File: src/sv/tbpt_pkg.sv
`timescale 1ns / 1ps
// Shared constants, the table row layout and the controller interface types.
package tbpt_pkg;

   localparam int BUCKETS = 2048;
   localparam int ADDR_W  = (BUCKETS > 1) ? $clog2(BUCKETS) : 1;

   localparam int IDX_W  = 11;
   localparam int TIME_W = 64;
   localparam int LEN_W  = 16;
   localparam int RATE_W = 32;
   localparam int COST_W = LEN_W + RATE_W;

   typedef enum logic {
      FUNC_POLICE = 1'b0,
      FUNC_LOAD   = 1'b1
   } func_type;

   // One table entry as it is kept in the RAM.
   typedef struct packed {
      logic              valid;
      logic [TIME_W-1:0] burst;
      logic [RATE_W-1:0] rate;
      logic [TIME_W-1:0] allowance;
      logic [TIME_W-1:0] last_time;
      logic [TIME_W-1:0] tokens;
   } row_type;

   localparam int ROW_W = $bits(row_type);

   typedef struct packed {
      logic clear;    // write one zero row of the reset sweep
      logic capture;  // take in the accepted transaction
      logic lookup;   // evaluate the row read for the captured index
      logic refill;   // add elapsed time to the tokens, cap at the burst
      logic settle;   // charge the packet cost against the tokens
      logic commit;   // write the row back and post the result
   } ctl_cmd_type;

   typedef struct packed {
      logic clear_done;
      logic rsp_free;
   } ctl_status_type;

endpackage

File: src/sv/tbpt_ctrl.sv
`timescale 1ns / 1ps
// Controller state machine: reset sweep, then one transaction at a time.
module tbpt_ctrl (
   input  logic                    clock,
   input  logic                    reset,
   input  logic                    req_valid,
   output logic                    req_stall,
   input  tbpt_pkg::ctl_status_type status,
   output tbpt_pkg::ctl_cmd_type    cmd
);
   import tbpt_pkg::*;

   typedef enum logic [5:0] {
      ST_CLEAR  = 6'b000001,
      ST_IDLE   = 6'b000010,
      ST_LOOKUP = 6'b000100,
      ST_REFILL = 6'b001000,
      ST_SETTLE = 6'b010000,
      ST_COMMIT = 6'b100000
   } state_type;

   state_type state_ff;
   state_type state_in;
   logic      accept;

   assign req_stall = (state_ff != ST_IDLE);
   assign accept    = req_valid && !req_stall;

   always_comb begin
      state_in    = state_ff;
      cmd         = '0;
      case (state_ff)
         ST_CLEAR: begin
            cmd.clear = 1'b1;
            if (status.clear_done) begin
               state_in = ST_IDLE;
            end
         end
         ST_IDLE: begin
            if (accept) begin
               cmd.capture = 1'b1;
               state_in    = ST_LOOKUP;
            end
         end
         ST_LOOKUP: begin
            cmd.lookup = 1'b1;
            state_in   = ST_REFILL;
         end
         ST_REFILL: begin
            cmd.refill = 1'b1;
            state_in   = ST_SETTLE;
         end
         ST_SETTLE: begin
            cmd.settle = 1'b1;
            state_in   = ST_COMMIT;
         end
         ST_COMMIT: begin
            // The result register must be free before the row is written back.
            if (status.rsp_free) begin
               cmd.commit = 1'b1;
               state_in   = ST_IDLE;
            end
         end
         default: begin
            state_in = ST_CLEAR;
         end
      endcase
   end

   always_ff @(posedge clock) begin
      if (reset) begin
         state_ff <= ST_CLEAR;
      end else begin
         state_ff <= state_in;
      end
   end

   a_no_accept_in_clear: assert property (@(posedge clock) disable iff (reset)
      (state_ff == ST_CLEAR) |-> req_stall)
      else $error("transaction accepted during the reset sweep");

   a_accept_goes_lookup: assert property (@(posedge clock) disable iff (reset)
      accept |=> (state_ff == ST_LOOKUP))
      else $error("accepted transaction did not start a lookup");

   a_commit_needs_slot: assert property (@(posedge clock) disable iff (reset)
      cmd.commit |-> status.rsp_free)
      else $error("commit while the result register is occupied");

endmodule

File: config.mk
export PLATFORM = sky130hd
export DESIGN_NAME = tbpt_ctrl
export DESIGN_NICKNAME = d
export VERILOG_FILES = /design/src/sv/tbpt_pkg.sv /design/src/sv/tbpt_ctrl.sv
export SDC_FILE = /design/constraint.sdc
export NUM_CORES = 1
export LEC_CHECK = 0
export BUFFER_PORTS_ARGS = -buffer_cell sky130_fd_sc_hd__buf_2
export CORE_AREA = 2 2 39 41
export CTS_CLUSTER_DIAMETER = 200
export CTS_CLUSTER_SIZE = 12
export DETAILED_ROUTE_END_ITERATION = 16
export DIE_AREA = 0 0 41 43
export GPL_TIMING_DRIVEN = 0
export PLACE_DENSITY = 0.48
export SLEW_MARGIN = 10
export SYNTH_ARGS = -nofsm -noshare
export SYNTH_HDL_FRONTEND = slang
export SYNTH_SLANG_ARGS = --single-unit
File: constraint.sdc
create_clock -name clock -period 3.95 [get_ports clock]
set_input_delay 0.395 -clock clock [delete_from_list [all_inputs] [get_ports clock]]
set_output_delay 0.395 -clock clock [all_outputs]
set_load 0.005 [all_outputs]
==> run_results.csv, run 1 <==
group,metric,value,unit
cts,cts.hold.buffers_added,0,
yosys,seq_cells_post_synth,6,
placed_design,place.port_buffers,11,
global_routing,grt_antenna_before_repair,0,
yosys,synth_fp_nets,47,
layout,largest_register,"state_ff",
die,top_level_ports,12,
critical_path,critical_path.startpoint_type,"flip-flop",
drt,detail_route.iter0.violations,13,
drt,firstDrtPassIters,4,
layout,insertedDiodeCount,0,
critical_path,criticalPathCategory,"reg -> out",
sta,finalClockSkew,0.001698,ns
critical_path,cp.depth,4,
die,initial_core_utilization,26.31,%
cts,total_number_of_h_tree_levels,1,
drt,routed-via-count,339,
cts,clock_sink_count,6,
die,placeableCoreArea,0.001384,mm²
sta,finalCritPeriodShare,51.85,%
critical_path,worst_setup_path_end_kind,"primary output",
sta,timing.final.ws_setup,1.902,ns
job,drv_cap,0,
yosys,post_synth.cell_area_avg,8.669,µm²
critical_path,critical_path.top_delay_family,"simple AND/OR/NAND/NOR gates",
drt,avgRoutedWirePerCell,10.72,µm
die,floorplan.die.height,43,µm
global_routing,grt_util_met1,15.21,%
yosys,post_synth_mux_area_share,0,%
yosys,synth-compound-area-share,18.21,%
sta,slew_headroom,66.19,%
sta,fmaxAchievable,488.3,MHz
sta,setup_repair_after_global_routing_missed_its_margin,"false",
placed_design,place_ws,2.167,ns
yosys,synth.yosys.seq_area_share,32.99,%
global_routing,grt-busiest-layer,"met1",
yosys,synthesis.instances,42,
yosys,synth_area,364.1,µm²
sta,finalSetupTns,0,ns
drt,vias_per_cell,4.708,
layout,count_of_filler_cells_inserted_in_the_layout,144,
global_routing,grt_max_degree,7,
sta,finalHoldViolations,0,
critical_path,path_cells,"or4_4 -> or2_1 -> nor2_1 -> buf_2",
layout,register_area,120.1,µm²
cts,clock_tree_from_tritoncts,"built",
layout,drive_gt1_share,35.71,%
sta,timing.hold.ws,0.3737,ns
hold_path,holdPathStages,2,
yosys,largest_family_of_logic_cells_by_synthesized_area,"simple AND/OR/NAND/NOR gates",
layout,max_ffs_per_register,6,
yosys,netlist_top_cells_area,"sky130_fd_sc_hd__dfxtp_1 33%, sky130_fd_sc_hd__nor2_1 5.2%, sky130_fd_sc_hd__a311oi_2 4.1%",
yosys,synth_fa_ha_area_share,0,%
global_routing,via_count_of_the_first_global_routing_pass,301,
critical_path,arrival_time_at_the_worst_endpoint,1.65,ns
die,die_width,41,µm
yosys,synth.largest_area_cell,"sky130_fd_sc_hd__dfxtp_1",
sta,worst_slew_pin_slew,0.5025,ns
yosys,synth_warnings,0,
yosys,synth_cell_type_count,28,
critical_path,buffers_and_inverters_on_the_worst_path,1,
sta,setup_viol,0,
layout,area_growth,26.80,%
cts,cts_max_path_buffers,2,
layout,biggest_registers_after_layout,"state_ff x6",
yosys,synth_xor_area_share,2.405,%
die,placement_rows,14,
drt,postRouteAntennaNets,0,
cts,resize_count_post_cts,0,
placed_design,place_hpwl,591.3,µm
yosys,synthSimpleGateAreaFrac,41.24,%
cts,insertion_delay_of_the_later_clocked_pin_in_the_worst_skew_pair,0.25,ns
layout,design.final.nets,63,
power_and_ir_drop,p_leak,0.2102,nW
sta,layout_min_cycle_time,2.048,ns
power_and_ir_drop,max-vdd-ir-drop,141.5,µV
layout,combined_area_of_the_multi_input_logic_cells,225.2,µm²
outcome,run_status,"finished clean",
power_and_ir_drop,power_per_cell_area,366.8,mW/mm²
critical_path,worst-endpoint-required,3.56,ns
drt,drt-total-wl,772,µm
cts,cts.repair_timing.setup_buffer_count,0,
sta,final-max-slew-violation-count,0,
die,die_area,0.001763,mm²
global_routing,grt_first_pass_wirelength,1338,µm
critical_path,crit_slowest_cell,"sky130_fd_sc_hd__or4_4",
critical_path,cp_slowest_stage_delay,0.58,ns
yosys,synth_top_cell_area_share,32.99,%
drt,detail_route.drc_violations,0,
cts,clk_pin_slew,0.04,ns
cts,cts_buffers,3,
critical_path,critPathMaxFanout,5,
placed_design,place_congestion,0.7036,
hold_path,worst_hold_path_type,"in -> reg",
critical_path,timing.reg2reg.worst_path_depth,3,
global_routing,gr-usage-all-layers,12.58,%
global_routing,grt.met3_usage,9.424,%
cts,cts-root-buf,"sky130_fd_sc_hd__clkbuf_4",
global_routing,overflow,0,
global_routing,gr_met2_demand_resource,14.06,%
==> where the power goes <==
group | internal, mW | switching [mW]
Clock | 0.0344 | 0.0224
Sequential | 0.0650 | 0.00534
Combinational | 0.0208 | 0.0213
Total | 0.120 | 0.0491
==> final cells by class <==
| type | count | area share, % |
|---|---|---|
| Tap cell | 16 | 4.336 |
| Timing Repair Buffer | 11 | 11.92 |
| Buffer | 1 | 1.626 |
| Inverter | 3 | 2.439 |
| Multi-Input combinational cell | 32 | 48.78 |
| Sequential cell | 6 | 26.02 |
| Clock buffer | 3 | 4.878 |
==> Yosys cell counts <==
cell type	instances
sky130_fd_sc_hd__a211oi_1	1
sky130_fd_sc_hd__nor3_2	1
sky130_fd_sc_hd__nand2_1	1
sky130_fd_sc_hd__nor4b_1	1
sky130_fd_sc_hd__a41o_1	1
sky130_fd_sc_hd__nand3_1	1
sky130_fd_sc_hd__a311oi_2	1
sky130_fd_sc_hd__buf_4	1
sky130_fd_sc_hd__inv_1	3
sky130_fd_sc_hd__nor2_1	5
sky130_fd_sc_hd__and3b_1	1
sky130_fd_sc_hd__nor3b_1	2
sky130_fd_sc_hd__nor2b_1	2
sky130_fd_sc_hd__and3_1	1
sky130_fd_sc_hd__nand3b_1	1
sky130_fd_sc_hd__a221o_1	1
sky130_fd_sc_hd__nor3_1	1
sky130_fd_sc_hd__nand2b_1	2
sky130_fd_sc_hd__or2_1	1
sky130_fd_sc_hd__dfxtp_1	6
sky130_fd_sc_hd__or2_2	1
sky130_fd_sc_hd__and2_1	1
sky130_fd_sc_hd__a21oi_1	1
sky130_fd_sc_hd__or4_4	1
sky130_fd_sc_hd__nor4_1	1
sky130_fd_sc_hd__o21ba_2	1
sky130_fd_sc_hd__a311oi_1	1
sky130_fd_sc_hd__xor2_1	1
==> kinds of logic after synthesis <==
logic type | count (synthesis)
AO/OA/AOI/OAI | 7
flip-flops | 6
XOR/XNOR | 1
buffers and inverters | 4
AND/OR/NAND/NOR | 24
==> stage by stage <==
stage,cells,power [mW],instance area [µm²],util (%)
final,72,0.1694,461.7,33.36
after floorplan,42,0.1015,364.1,-
after CTS,72,0.1733,461.7,33.36
after global placement,69,0.1145,439.2,31.74
after global routing,72,0.1845,461.7,33.36
after detailed placement,69,0.1136,439.2,31.74
==> metal layers <==
metal,up-vias,share of wire (%)
met5,-,0
li1,182,-
met4,0,1.2
met2,11,42
met1,144,50
met3,2,6.5
==> worst paths after layout <==
kind / start / to / slack, ns
max: state_ff[4] / cmd[0] / 1.90
max reg2reg: state_ff[4] / state_ff[1] / 2.42
min: reset / state_ff[4] / 0.37
min reg2reg: state_ff[3] / state_ff[4] / 0.57
==> cells in the final DEF, fill, tap and decap left out, drive strengths merged <==
master  count
and2        1
nand2b      2
nor3b       2
nor2        5
or2         2
nor2b       2
clkbuf      3
and3b       1
xor2        1
nor3        2
or4         1
nor4        1
dfxtp       6
a41o        1
a221o       1
nand3b      1
nand2       1
a211oi      1
o21ba       1
inv         3
a311oi      2
nor4b       1
a21oi       1
nand3       1
buf        12
and3        1
No activity file was read; power rests on OpenSTA's default activity.
==> run 2: changes to the inputs <==
--- a/config.mk
+++ b/config.mk
@@ -5,6 +5,7 @@
 export SDC_FILE = /design/constraint.sdc
 export NUM_CORES = 1
 export LEC_CHECK = 0
+export ABC_AREA = 1
 export BUFFER_PORTS_ARGS = -buffer_cell sky130_fd_sc_hd__buf_2
 export CORE_AREA = 2 2 39 41
 export CTS_CLUSTER_DIAMETER = 200
@@ -12,7 +13,7 @@
 export DETAILED_ROUTE_END_ITERATION = 16
 export DIE_AREA = 0 0 41 43
 export GPL_TIMING_DRIVEN = 0
-export PLACE_DENSITY = 0.48
+export PLACE_DENSITY = 0.49
 export SLEW_MARGIN = 10
 export SYNTH_ARGS = -nofsm -noshare
 export SYNTH_HDL_FRONTEND = slang
==> constraint.sdc (replaced) <==
create_clock -name clock -period 1.8 [get_ports clock]
set_input_delay 0.18 -clock clock [delete_from_list [all_inputs] [get_ports clock]]
set_output_delay 0.18 -clock clock [all_outputs]
set_load 0.005 [all_outputs]
==> run_results.csv, run 2 <==
group,metric,value,unit
outcome,run_status,"finished clean",
die,placement_rows,14,
yosys,synth_top_cell_area_share,34.29,%
cts,cts_buffers,3,
die,placeableCoreArea,0.001384,mm²
layout,max_ffs_per_register,6,
global_routing,overflow,0,
sta,setup_viol,0,
drt,routed-via-count,373,
sta,finalSetupTns,0,ns
sta,layout_min_cycle_time,1.432,ns
critical_path,critical_path.startpoint_type,"flip-flop",
critical_path,critical_path.top_delay_family,"simple AND/OR/NAND/NOR gates",
sta,timing.final.ws_setup,0.3680,ns
placed_design,place_hpwl,588.1,µm
cts,total_number_of_h_tree_levels,1,
critical_path,cp_slowest_stage_delay,0.32,ns
critical_path,buffers_and_inverters_on_the_worst_path,3,
layout,final_core_utilization,32.37,%
yosys,synth.yosys.seq_area_share,34.29,%
critical_path,path_cells,"nor2_2 -> nand4_1 -> inv_1 -> buf_4 -> buf_2",
layout,area_growth,27.86,%
die,initial_core_utilization,25.32,%
drt,drt-total-wl,765,µm
layout,layout.cells.non_filler,81,
global_routing,grt_max_degree,8,
yosys,post_synth.cell_area_avg,6.869,µm²
die,die_width,41,µm
global_routing,grt_antenna_before_repair,0,
layout,register_area,120.1,µm²
die,floorplan.die.height,43,µm
critical_path,arrival_time_at_the_worst_endpoint,1.25,ns
yosys,ys_top_cells_by_count,"12 x sky130_fd_sc_hd__inv_1, 7 x sky130_fd_sc_hd__nor2_1, 6 x sky130_fd_sc_hd__dfxtp_1, 5 x sky130_fd_sc_hd__nand2_1, 5 x sky130_fd_sc_hd__nand4_1",
drt,detail_route.iter0.violations,13,
yosys,synth_warnings,0,
global_routing,via_count_of_the_first_global_routing_pass,283,
yosys,synth_area,350.3,µm²
sta,setup_repair_after_global_routing_missed_its_margin,"false",
critical_path,criticalPathCategory,"reg -> out",
cts,resize_count_post_cts,0,
placed_design,place_congestion,0.7130,
global_routing,grt_first_pass_wirelength,1173,µm
yosys,synthMostInstantiatedCell,"sky130_fd_sc_hd__inv_1",
yosys,netlist_top_cells_area,"sky130_fd_sc_hd__dfxtp_1 34%, sky130_fd_sc_hd__inv_1 13%, sky130_fd_sc_hd__nand4_1 8.9%",
cts,clk_pin_slew,0.05,ns
hold_path,worst_hold_path_type,"in -> reg",
sta,fmaxAchievable,698.3,MHz
cts,cts-root-buf,"sky130_fd_sc_hd__clkbuf_4",
die,die_area,0.001763,mm²
sta,slew_headroom,84.51,%
yosys,synthesis.instances,51,
drt,postRouteAntennaNets,0,
cts,insertion_delay_of_the_later_clocked_pin_in_the_worst_skew_pair,0.24,ns
yosys,synth_enable_flop_cells,0,
critical_path,crit_startpoint,"state_ff[0]",
yosys,synth_cell_type_count,14,
drt,firstDrtPassIters,5,
layout,final_common_cell,"sky130_fd_sc_hd__inv_1",
sta,worst_slew_pin_slew,0.2320,ns
layout,most_frequent_cells_in_the_layout,"12 x sky130_fd_sc_hd__inv_1, 11 x sky130_fd_sc_hd__buf_2, 7 x sky130_fd_sc_hd__nor2_1, 6 x sky130_fd_sc_hd__dfxtp_1",
die,top_level_ports,12,
sta,final-max-slew-violation-count,0,
layout,combined_area_of_the_multi_input_logic_cells,177.7,µm²
global_routing,gr-usage-all-layers,10.95,%
critical_path,crit-reg2reg-launch,"state_ff[0]",
placed_design,place.port_buffers,11,
yosys,seq_cells_post_synth,6,
cts,cts.repair_timing.setup_buffer_count,0,
layout,insertedDiodeCount,0,
yosys,synth.largest_area_cell,"sky130_fd_sc_hd__dfxtp_1",
sta,finalHoldViolations,0,
drt,detail_route.drc_violations,0,
layout,biggest_registers_after_layout,"state_ff x6",
drt,avgRoutedWirePerCell,9.444,µm
cts,cts_max_path_buffers,2,
drt,vias_per_cell,4.605,
placed_design,placed_cells,78,
cts,clock_sink_count,6,
power_and_ir_drop,p_leak,0.2610,nW
layout,drive_gt1_share,32.31,%
layout,design.final.nets,72,
yosys,synth_ff_type,"sky130_fd_sc_hd__dfxtp_1",
layout,count_of_filler_cells_inserted_in_the_layout,160,
yosys,async_flop_share,0,%
job,drv_cap,0,
placed_design,place_ws,0.6203,ns
power_and_ir_drop,max-vdd-ir-drop,233.3,µV
cts,clock_tree_from_tritoncts,"built",
power_and_ir_drop,power_per_cell_area,805.7,mW/mm²
sta,finalClockSkew,0.0004706,ns
critical_path,crit_slowest_cell,"sky130_fd_sc_hd__dfxtp_1",
critical_path,worst-endpoint-required,1.62,ns
critical_path,worst_setup_path_end_kind,"primary output",
layout,largest_register,"state_ff",
yosys,synth_fp_nets,56,
critical_path,critPathMaxFanout,5,
hold_path,worst_hold_startpoint,"reset",
cts,cts.hold.buffers_added,0,
sta,finalCritPeriodShare,79.56,%
==> run 2: cell types whose count changed after synthesis, moves of 3 or more <==
cell / delta
sky130_fd_sc_hd__nand3_1: +3
sky130_fd_sc_hd__nand4_1: +5
sky130_fd_sc_hd__nand2_1: +4
sky130_fd_sc_hd__inv_1: +9
==> run 2: layout make-up <==
| type | instances | area share (%) |
|---|---|---|
| Multi-Input combinational cell | 32 | 39.66 |
| Sequential cell | 6 | 26.82 |
| Timing Repair Buffer | 11 | 12.29 |
| Inverter | 12 | 10.06 |
| Clock buffer | 3 | 5.028 |
| Tap cell | 16 | 4.469 |
| Buffer | 1 | 1.676 |
==> run 2: worst paths after layout <==
path,slack [ns],to,cells after the start
min reg2reg,0.59,state_ff[2],4
min,0.19,state_ff[5],2
max reg2reg,0.70,state_ff[0],6
max,0.37,cmd[2],5
==> run 2: layer usage <==
metal	global-route usage, %	part of all wire [%]	routed length [µm]	vias up
met5	0	0	0	-
met3	4.712	4.8	37	2
met1	13.55	48	371	167
met2	12.50	44	339	11
met4	12.00	2.2	17	0
li1	-	-	-	193
==> run 2: stage by stage <==
step / total power [mW] / area, µm² / hold slack, ns
2_1_floorplan: 0.2118 / 350.3 / 0.2491
3_3_place_gp: 0.2371 / 425.4 / 0.4424
3_5_place_dp: 0.2379 / 425.4 / 0.4379
4_1_cts: 0.3698 / 447.9 / 0.1730
5_1_grt: 0.3926 / 447.9 / 0.1967
6_report: 0.3609 / 447.9 / 0.1912
==> run 2: cells by family after synthesis <==
family | share of synthesized area (%)
buffers and inverters | 15.00
flip-flops | 34.29
AND/OR/NAND/NOR | 45.36
AO/OA/AOI/OAI | 5.358
==> run 2: power breakdown <==
part | switching, mW | internal (mW)
clock | 0.0505 | 0.0756
sequential | 0.00782 | 0.143
combinational | 0.0503 | 0.0336
total | 0.109 | 0.252
==> run 3: changes to the inputs <==
--- a/config.mk
+++ b/config.mk
@@ -13,7 +13,7 @@
 export DETAILED_ROUTE_END_ITERATION = 16
 export DIE_AREA = 0 0 41 43
 export GPL_TIMING_DRIVEN = 0
-export PLACE_DENSITY = 0.49
+export PLACE_DENSITY = 0.47
 export SLEW_MARGIN = 10
 export SYNTH_ARGS = -nofsm -noshare
 export SYNTH_HDL_FRONTEND = slang
==> constraint.sdc (replaced) <==
create_clock -name clock -period 1.4 [get_ports clock]
set_input_delay 0.14 -clock clock [delete_from_list [all_inputs] [get_ports clock]]
set_output_delay 0.14 -clock clock [all_outputs]
set_load 0.005 [all_outputs]
==> run_results.csv, run 3 (same netlist as run 2, synthesis figures left out) <==
group,metric,value,unit
critical_path,path_cells,"nor2_4 -> nand4_1 -> inv_1 -> buf_4 -> buf_2",
critical_path,buffers_and_inverters_on_the_worst_path,3,
sta,setup_viol,0,
critical_path,worst-endpoint-required,1.26,ns
sta,finalClockSkew,0.002301,ns
global_routing,overflow,0,
sta,layout_min_cycle_time,1.317,ns
layout,largest_register,"state_ff",
placed_design,place_congestion,0.7548,
drt,vias_per_cell,4.365,
critical_path,worst_setup_path_end_kind,"primary output",
sta,finalSetupTns,0,ns
critical_path,arrival_time_at_the_worst_endpoint,1.18,ns
drt,drt-total-wl,792,µm
power_and_ir_drop,max-vdd-ir-drop,536.0,µV
drt,detail_route.iter0.violations,4,
drt,avgRoutedWirePerCell,9.318,µm
cts,cts_max_path_buffers,2,
sta,setup_repair_after_global_routing_missed_its_margin,"false",
global_routing,grt_max_degree,8,
outcome,run_status,"finished clean",
drt,routed-via-count,371,
power_and_ir_drop,post-layout-total-power,0.4681,mW
die,placeableCoreArea,0.001384,mm²
layout,drive_gt1_share,36.23,%
critical_path,cp_slowest_stage_delay,0.35,ns
die,top_level_ports,12,
placed_design,place.port_buffers,11,
layout,most_frequent_cells_in_the_layout,"12 x sky130_fd_sc_hd__inv_1, 11 x sky130_fd_sc_hd__buf_2, 7 x sky130_fd_sc_hd__nor2_1, 6 x sky130_fd_sc_hd__dfxtp_1",
cts,clk_pin_slew,0.05,ns
critical_path,crit_slowest_cell,"sky130_fd_sc_hd__dfxtp_1",
cts,total_number_of_h_tree_levels,1,
sta,worst_slew_pin_slew,0.2079,ns
critical_path,critPathMaxFanout,3,
sta,finalHoldViolations,0,
placed_design,place_hpwl,602.3,µm
sta,slew_headroom,86.11,%
cts,cts_buffers,3,
die,placement_rows,14,
critical_path,critical_path.startpoint_type,"flip-flop",
layout,final_core_utilization,35.80,%
die,floorplan.die.height,43,µm
sta,final-max-slew-violation-count,0,
global_routing,gr-usage-all-layers,10.53,%
cts,clock_sink_count,6,
layout,final_common_cell,"sky130_fd_sc_hd__inv_1",
cts,insertion_delay_of_the_later_clocked_pin_in_the_worst_skew_pair,0.24,ns
job,drv_cap,0,
hold_path,worst_hold_path_type,"in -> reg",
global_routing,via_count_of_the_first_global_routing_pass,291,
die,die_area,0.001763,mm²
sta,timing.hold.ws,0.1418,ns
sta,finalCritPeriodShare,94.09,%
power_and_ir_drop,p_leak,0.2848,nW
sta,fmaxAchievable,759.1,MHz
power_and_ir_drop,power_per_cell_area,944.7,mW/mm²
drt,postRouteAntennaNets,0,
global_routing,grt_first_pass_wirelength,1186,µm
critical_path,critical_path.top_delay_family,"flip-flops",
cts,cts-root-buf,"sky130_fd_sc_hd__clkbuf_4",
layout,area_growth,41.43,%
layout,design.final.nets,76,
global_routing,grt_antenna_before_repair,0,
die,die_width,41,µm
critical_path,criticalPathCategory,"reg -> out",
drt,firstDrtPassIters,5,
cts,cts.hold.buffers_added,0,
drt,detail_route.drc_violations,0,
layout,insertedDiodeCount,0,
layout,max_ffs_per_register,6,
cts,clock_tree_from_tritoncts,"built",
die,initial_core_utilization,25.32,%
layout,layout.cells.non_filler,85,
layout,biggest_registers_after_layout,"state_ff x6",
placed_design,placed_cells,78,
-- run 3: final timing paths --
kind,startpoint,end,slack (ns),cells past startpoint
setup / recovery,state_ff[4],cmd[2],0.08,5
hold / removal,reset,state_ff[4],0.14,2
setup reg to reg,state_ff[4],state_ff[0],0.27,7
hold reg to reg,state_ff[1],state_ff[2],0.61,4
-- run 3: final cells by class --
type                            instances  area, µm²
Timing Repair Buffer                   15      97.59
Fill cell                             157      888.4
Multi-Input combinational cell         32      182.7
Inverter                               12      45.04
Sequential cell                         6      120.1
Clock buffer                            3      22.52
Buffer                                  1      7.507
Tap cell                               16      20.02
-- run 3: through the flow --
step / setup slack (ns) / area [µm²]
final: 0.08273 / 495.5
after global routing: 0.003114 / 495.5
after CTS: 0.002534 / 447.9
after detailed placement: 0.2753 / 425.4
after global placement: 0.2697 / 425.4
after floorplan: 0.4584 / 350.3
-- run 3: what timing repair did --
| item | in CTS | in global routing |
|---|---|---|
| endpoints found under the setup margin | 0 | 1 |
| resized for setup | 0 | 1 |
| setup buffers | 0 | 4 |
-- run 3: worst reg2reg max path: cells and delay by family (launching register included) --
| family | cells | cell delay (ns) |
|---|---|---|
| flops | 1 | 0.35 |
| simple gates | 6 | 0.52 |
| buf+inv | 1 | 0.17 |
-- run 3: report_power, final --
part	internal, mW	switching, mW	total (mW)	leakage, nW
logic	0.0457	0.0635	0.109	0.222
clock network	0.0971	0.0632	0.160	0.0138
registers	0.184	0.0147	0.199	0.0489
-- run 3: routing by layer --
metal / up-vias / track usage [%] / wire length (µm)
met1: 153 / 15.06 / 403
met4: 0 / 6.000 / 14
met5: - / 0 / 0
met2: 14 / 12.50 / 316
met3: 2 / 4.712 / 57
li1: 202 / - / -
